==> config.mk <==
export PLATFORM = sky130hd
export DESIGN_NAME = mpe_mac
export DESIGN_NICKNAME = d
export VERILOG_FILES = /design/src/hw/rtl/mpe_pkg.sv /design/src/hw/rtl/mpe_mac.sv
export SDC_FILE = /design/constraint.sdc
export NUM_CORES = 2
export LEC_CHECK = 0
export ABC_AREA = 1
export BUFFER_PORTS_ARGS = -buffer_cell sky130_fd_sc_hd__clkbuf_2
export CELL_PAD_IN_SITES_DETAIL_PLACEMENT = 0
export CELL_PAD_IN_SITES_GLOBAL_PLACEMENT = 1
export CORE_MARGIN = 10
export CORE_UTILIZATION = 45
export DETAILED_ROUTE_END_ITERATION = 7
export PLACE_DENSITY_LB_ADDON = 0.25
export SYNTH_ARGS = -nofsm -noshare
export SYNTH_HDL_FRONTEND = slang
export SYNTH_SLANG_ARGS = --single-unit
export TNS_END_PERCENT = 100
==> constraint.sdc <==
create_clock -name clk_i -period 29.3 [get_ports clk_i]
set_clock_uncertainty 0.15 [all_clocks]
set_input_delay 5.86 -clock clk_i [delete_from_list [all_inputs] [get_ports clk_i]]
set_output_delay 5.86 -clock clk_i [all_outputs]
set_load 0.01 [all_outputs]
==> src/hw/rtl/mpe_pkg.sv <==
// Shared types and constants for the Meixner polynomial evaluator.
`timescale 1ns / 1ps
`default_nettype none

package mpe_pkg;

  localparam int unsigned PointW  = 16;
  localparam int unsigned DegreeW = 5;
  localparam int unsigned ValueW  = 64;
  localparam int unsigned CfgW    = 16;
  localparam int unsigned CfgIdxW = 2;
  localparam int unsigned AccW    = 128;
  localparam int unsigned MulBW   = 49;

  // Configuration register indexes.
  localparam logic [CfgIdxW-1:0] CFG_PROB   = 2'd0;
  localparam logic [CfgIdxW-1:0] CFG_TRIALS = 2'd1;

  localparam logic [CfgW-1:0] PROB_RESET   = 16'd32768;
  localparam logic [CfgW-1:0] TRIALS_RESET = 16'd1;

  typedef struct packed {
    logic [PointW-1:0]  point;
    logic [DegreeW-1:0] degree;
  } in_t;

  typedef struct packed {
    logic signed [ValueW-1:0] value;
    logic                     overflow;
  } out_t;

  // Command to the multiply-accumulate unit: acc = init +/- a * b.
  typedef struct packed {
    logic                    start;
    logic                    sub;
    logic signed [63:0]      a;
    logic signed [MulBW-1:0] b;
    logic [AccW-1:0]         init;
  } mac_cmd_t;

  // Command to the divider: rounded num / den.
  typedef struct packed {
    logic            start;
    logic [AccW-1:0] num;
    logic [63:0]     den;
  } div_cmd_t;

endpackage

`default_nettype wire

==> src/hw/rtl/mpe_mac.sv <==
// Multiply-accumulate unit working through the multiplier in 16-bit digits.
`timescale 1ns / 1ps
`default_nettype none

module mpe_mac (
  input  wire logic                  clk_i,
  input  wire logic                  rst_ni,
  input  wire mpe_pkg::mac_cmd_t     cmd_i,
  output logic                       done_o,
  output logic [mpe_pkg::AccW-1:0]   acc_o
);

  localparam int unsigned BMagW = 48;

  logic [mpe_pkg::AccW-1:0] acc_q;
  logic [63:0]              amag_q;
  logic [BMagW-1:0]         bmag_q;
  logic                     neg_q;
  logic [1:0]               cnt_q;
  logic [1:0]               sh_q;
  logic                     run_q;
  logic                     pv_q;
  logic                     done_q;
  logic [79:0]              prod_q;
  logic [15:0]              chunk;
  logic [mpe_pkg::AccW-1:0] addend;
  logic [63:0]              a_abs;
  logic [mpe_pkg::MulBW-1:0] b_abs;

  assign a_abs = cmd_i.a[63] ? (64'd0 - cmd_i.a) : cmd_i.a;
  assign b_abs = cmd_i.b[mpe_pkg::MulBW-1] ? (49'd0 - cmd_i.b) : cmd_i.b;

  always_comb begin
    case (cnt_q)
      2'd0:    chunk = bmag_q[15:0];
      2'd1:    chunk = bmag_q[31:16];
      default: chunk = bmag_q[47:32];
    endcase
  end

  always_comb begin
    case (sh_q)
      2'd0:    addend = {48'd0, prod_q};
      2'd1:    addend = {32'd0, prod_q, 16'd0};
      default: addend = {16'd0, prod_q, 32'd0};
    endcase
  end

  always_ff @(posedge clk_i or negedge rst_ni) begin
    if (!rst_ni) begin
      run_q  <= 1'b0;
      pv_q   <= 1'b0;
      done_q <= 1'b0;
      cnt_q  <= 2'd0;
    end else begin
      done_q <= 1'b0;
      if (cmd_i.start) begin
        run_q <= 1'b1;
        pv_q  <= 1'b0;
        cnt_q <= 2'd0;
      end else if (run_q) begin
        if (cnt_q != 2'd3) begin
          pv_q  <= 1'b1;
          cnt_q <= cnt_q + 2'd1;
        end else begin
          pv_q <= 1'b0;
        end
        if (cnt_q == 2'd3 && pv_q) begin
          run_q  <= 1'b0;
          done_q <= 1'b1;
        end
      end
    end
  end

  always_ff @(posedge clk_i) begin
    if (cmd_i.start) begin
      acc_q  <= cmd_i.init;
      amag_q <= a_abs;
      bmag_q <= b_abs[BMagW-1:0];
      neg_q  <= cmd_i.a[63] ^ cmd_i.b[mpe_pkg::MulBW-1] ^ cmd_i.sub;
    end else if (run_q) begin
      if (cnt_q != 2'd3) begin
        prod_q <= amag_q * chunk;
        sh_q   <= cnt_q;
      end
      if (pv_q) begin
        acc_q <= acc_q + (addend ^ {mpe_pkg::AccW{neg_q}}) + {127'd0, neg_q};
      end
    end
  end

  assign done_o = done_q;
  assign acc_o  = acc_q;

endmodule

`default_nettype wire

Word level (Yosys, flattened, before mapping). Index checks and enable logic that the tools add are counted.

Register bits: 328. Input bits: 245. Output and inout bits: 129. Logic and storage cells: 53.

Add/subtract/negate cells: 5. $mul: 1. Equal/unequal tests: 4. Multiplexer cells: 19. Bitwise gates (word level): 4. Reduce and logical (&&, ||, !) cells: 9.

Operators by type and width (number): 128-bit two-way mux (3); 112-bit one-hot mux with 2 select lines (1); 128-bit by 1-bit adder with 128-bit output (1); 128-bit adder (1); 128-bit XOR (1); 64-bit by 16-bit multiplier with 80-bit output (1); 1-bit by 64-bit subtractor with 64-bit output, first input constant (1); 63-bit two-way mux (1); 48-bit two-way mux (1); 1-bit by 48-bit subtractor with 48-bit output, first input constant (1); 16-bit one-hot mux with 2 select lines (1); 1-bit two-way mux (9); 2-bit two-way mux (3); 2-bit nonzero test (3); 2-bit by 1-bit equality test with 1-bit output, second input constant (2); 2-bit logical NOT (2); 2-bit AND reduction (2); 3-bit AND reduction (1); 2-bit by 1-bit adder with 2-bit output, second input constant (1); 2-bit equality test, second input constant (1); 2-bit inequality test, second input constant (1); 1-bit XOR (2); 1-bit logical AND (1); 1-bit NOT (1).

Longest topological paths before layout.
Word-level depth: 8. Mapped depth: 35. Gate-level depth less buffers: 32.

Worst setup path before layout. Ideal clock, no wire load.

Kind: input to register. Start: input port cmd_i[242] (netlist name). End: register prod_q[0] (enable). Library setup time: 0.631 ns. Data arrival time: 11.794 ns. Required time: 28.519 ns. Path slack: 16.725 ns. Stages: 2. Buffers on the path: 1. Path through: clkbuf_1 nor3_1.

Cells in the longest elaborated chain, start to end: 2.

RTL lines: from (decl) (RTL line mpe_mac.sv:8) `input wire mpe_pkg::mac_cmd_t cmd_i,`; 1-bit NOT (no source line); 3-bit AND reduction (no source line); to (signal assigned) (RTL line mpe_mac.sv:84) `prod_q <= amag_q * chunk;`; to (decl) (RTL line mpe_mac.sv:24) `logic [79:0] prod_q;`.

No other way between the ends. A chain may end at the register's enable or synchronous reset.

Worst setup path after layout.
Start: register cnt_q[0]. End: register prod_q[68] (data pin).

Cells in the longest elaborated chain, start to end: 3. Elaborated cells between the ends (all ways): 4. Classes of those cells: 1 x mul; 1 x eq/ne; 1 x mux; 1 x reduce/logical.

RTL lines: from (decl) (RTL line mpe_mac.sv:19) `logic [1:0] cnt_q;`; from (signal assigned) (RTL line mpe_mac.sv:64) `cnt_q <= cnt_q + 2'd1;`; 2-bit by 1-bit equality test with 1-bit output / 2-bit logical NOT (equally long branches) (RTL line mpe_mac.sv:34) `case (cnt_q)`; 16-bit one-hot mux with 2 select lines * (RTL line mpe_mac.sv:34); 64-bit by 16-bit multiplier with 80-bit output * (RTL line mpe_mac.sv:84).

Every way passes the cells marked *; elsewhere a longest branch is shown, timed or not.

==> results.yml <==
status:
  status: "finished clean"
critical_path:
  arrival_ps: 9960
  crit_top_cell: "inv_1"
  r2r_end: "prod_q[68]"
  crit_type: "reg2reg"
  cpMaxStageDelayCell: "nor2_2"
  crit_required_ps: 29600
  cp-start-kind: "flop"
  cp_max_fo: 38
  crit_path_end_kind: "flop"
  crit_path_end: "prod_q[68]"
  slowest_delay_ps: 910
  r2r_cells: 29
  r2r_start: "cnt_q[0]"
  r2r_setup_slack_ps: 19640
  cp-startpoint: "cnt_q[0]"
floorplanning:
  die-area_um2: 149000
  core_area_um2: 133000
  initial_core_util_pct: 45.1
  io_pins: 374
  die_w_um: 385
  die_y_um: 385
  num_rows: 134
cts:
  cts_setup_buffers: 0
  clk_path_buf_depth: 3
  cts-root-buf: "clkbuf_16"
  cts.clk_slew.worst_paths_ps: 60
  ctsHtreeMaxLevel: 2
  clock_latency_ps: 660
  hold_buffers: 0
  cts_buffers: 41
  cts_resized: 0
  clock-sinks: 328
  cts_tree: "built"
hold_path:
  hold_depth: 1
  hold_path_class: "reg2reg"
synthesis:
  synth_area_leaders: "fa_1 (29%), edfxtp_1 (16%), nand2_1 (11%)"
  yosysTopAreaCellShare_pct: 28.9
  synth_largest_area_cell: "fa_1"
  yosysSeqAreaShare_pct: 16.4
  syn_inst: 8122
  ys_seq_elements: 328
  synth_edf_count: 323
  syn_area_um2: 60100
  synth_nets: 9517
  yosys_warnings: 0
  synth_cell_type_count: 60
  synthArstFlopShare_pct: 1.52
  synth_top_flop_cell: "edfxtp_1"
  avgSynthCellArea_um2: 7.40
global_route:
  grt_max_degree: 103
  grt_usage_pct: 31.6
  grt_overflow: 0
  antenna_found_initial: 1
  grt_pass1_vias: 56900
  grt_first_pass_wirelength_um: 352000
routing:
  routed-wl-met2_um: 112000
  route.top_layer_used: "met4"
  vias_per_cell: 5.44
  wire_per_inst_um: 23.5
  wl_um: 238000
  route.detailed.drc: 0
  ant_nets: 0
  drtIter0Drc: 4226
  dr_total_vias: 55100
  met1Wirelength_um: 95400
  wl_met3_um: 16600
  drtPass1Iterations: 6
finish:
  multi_input_area_um2: 42900
  fillCellCount: 13600
  drive_gt1_share_pct: 6.99
  final_cells: 10100
  final_common_cell: "nand2_1"
  seqCellArea_um2: 9820
  final_nets: 9736
  num_antenna_cells: 0
  area_delta_synth_final_pct: 8.34
  most-common-layout-cells: "nand2_1 (1772), inv_1 (1702), nor2_1 (1066)"
timing:
  fin_crit_sh_pct: 33.0
  slew_violations: 0
  hold_viol: 0
  relSlewSlack_pct: 28.5
  worstMarginPinSlew_ps: 1070
  rsz0062_at_grt: "false"
  fin_ws_ps: 19640
  finalSetupViolations: 0
  final.setup.tns_ps: 0
  clock.fmax_ghz: 0.103
  period_needed_ps: 9660
run:
  drv_cap: 0
placement:
  dpl.cell_count: 10100
  pre_cts_slack_ps: 19830
  gp_congestion: 1.02
  io_buffers: 373
  post-dp-hpwl_um: 201000
## area by class of cell
type / count / share of cell area (%)
inverters: 1720 / 9.92
well taps: 1768 / 3.40
flip-flops and latches: 328 / 15.1
clock buffers: 44 / 1.59
repair buffers: 419 / 3.43
clock inverters: 28 / 0.596
multi-input cells: 5831 / 66.0
## flip-flops by register name (all words and copies together), names as in the netlist
name / count
amag_q: 64
sh_q: 2
bmag_q: 48
prod_q: 80
cnt_q: 2
pv_q: 1
run_q: 1
done_o: 1
neg_q: 1
acc_o: 128
## Yosys cell counts, drive strengths merged, types with 16 or more instances
cell	number
ha	283
buf	56
nand2	1786
or2	26
nand3b	19
nand4	34
xnor2	97
nor3	67
nor2	1082
inv	1714
o21bai	19
a22o	16
o21a	18
a21boi	16
a21oi	461
fa	867
xor2	239
o21ai	415
o22ai	25
edfxtp	323
clkbuf	187
nor4	37
nand3	238
## cells by family (layout without fill, tap and decap cells)
family,Yosys count,after routing,synth area share (%)
AND/OR/NAND/NOR,3299,3299,22.1
flip-flops,328,328,16.4
buffers and inverters,1963,2211,12.3
AO/OA/AOI/OAI,1046,1046,9.51
adder cells (fa/ha/maj),1150,1150,34.8
XOR/XNOR,336,336,4.90
## stage by stage
step                hold WS [ps]  util (%)  area [µm²]
floorplan                    297         -       60100
global placement             306      47.8       63700
detailed placement           324      47.8       63700
CTS                          337      48.9       65100
global route                 351      48.9       65100
finish                       338      48.9       65100
## per-layer routing
layer	vias up	global-route usage [%]
met5	-	0
met1	27100	39.9
met2	2254	53.0
met3	486	4.20
met4	0	15.7
li1	25300	-
## worst min path at each step
stage | endpoint | slack (ps) | startpoint
4_1_cts | run_q | 340 | pv_q
5_1_grt | sh_q[1] | 350 | cnt_q[1]
3_3_place_gp | sh_q[1] | 310 | cnt_q[1]
3_5_place_dp | sh_q[1] | 320 | cnt_q[1]
6_report | run_q | 340 | pv_q
2_1_floorplan | run_q | 300 | pv_q
## worst max-delay path: cells and delay by family, from the launching register on
kind | cells | cell delay, ps
and+or+nand+nor | 8 | 2670
DFF | 1 | 390
xor gates and xnor gates | 1 | 280
adders and majority gates | 8 | 3920
buffers and inverters | 11 | 1480
AOI/OAI and AO/OA | 1 | 430
Power is left out: the tool's default activity adds up to more than one toggle a clock period on the data nets, which glitch-free logic cannot reach.
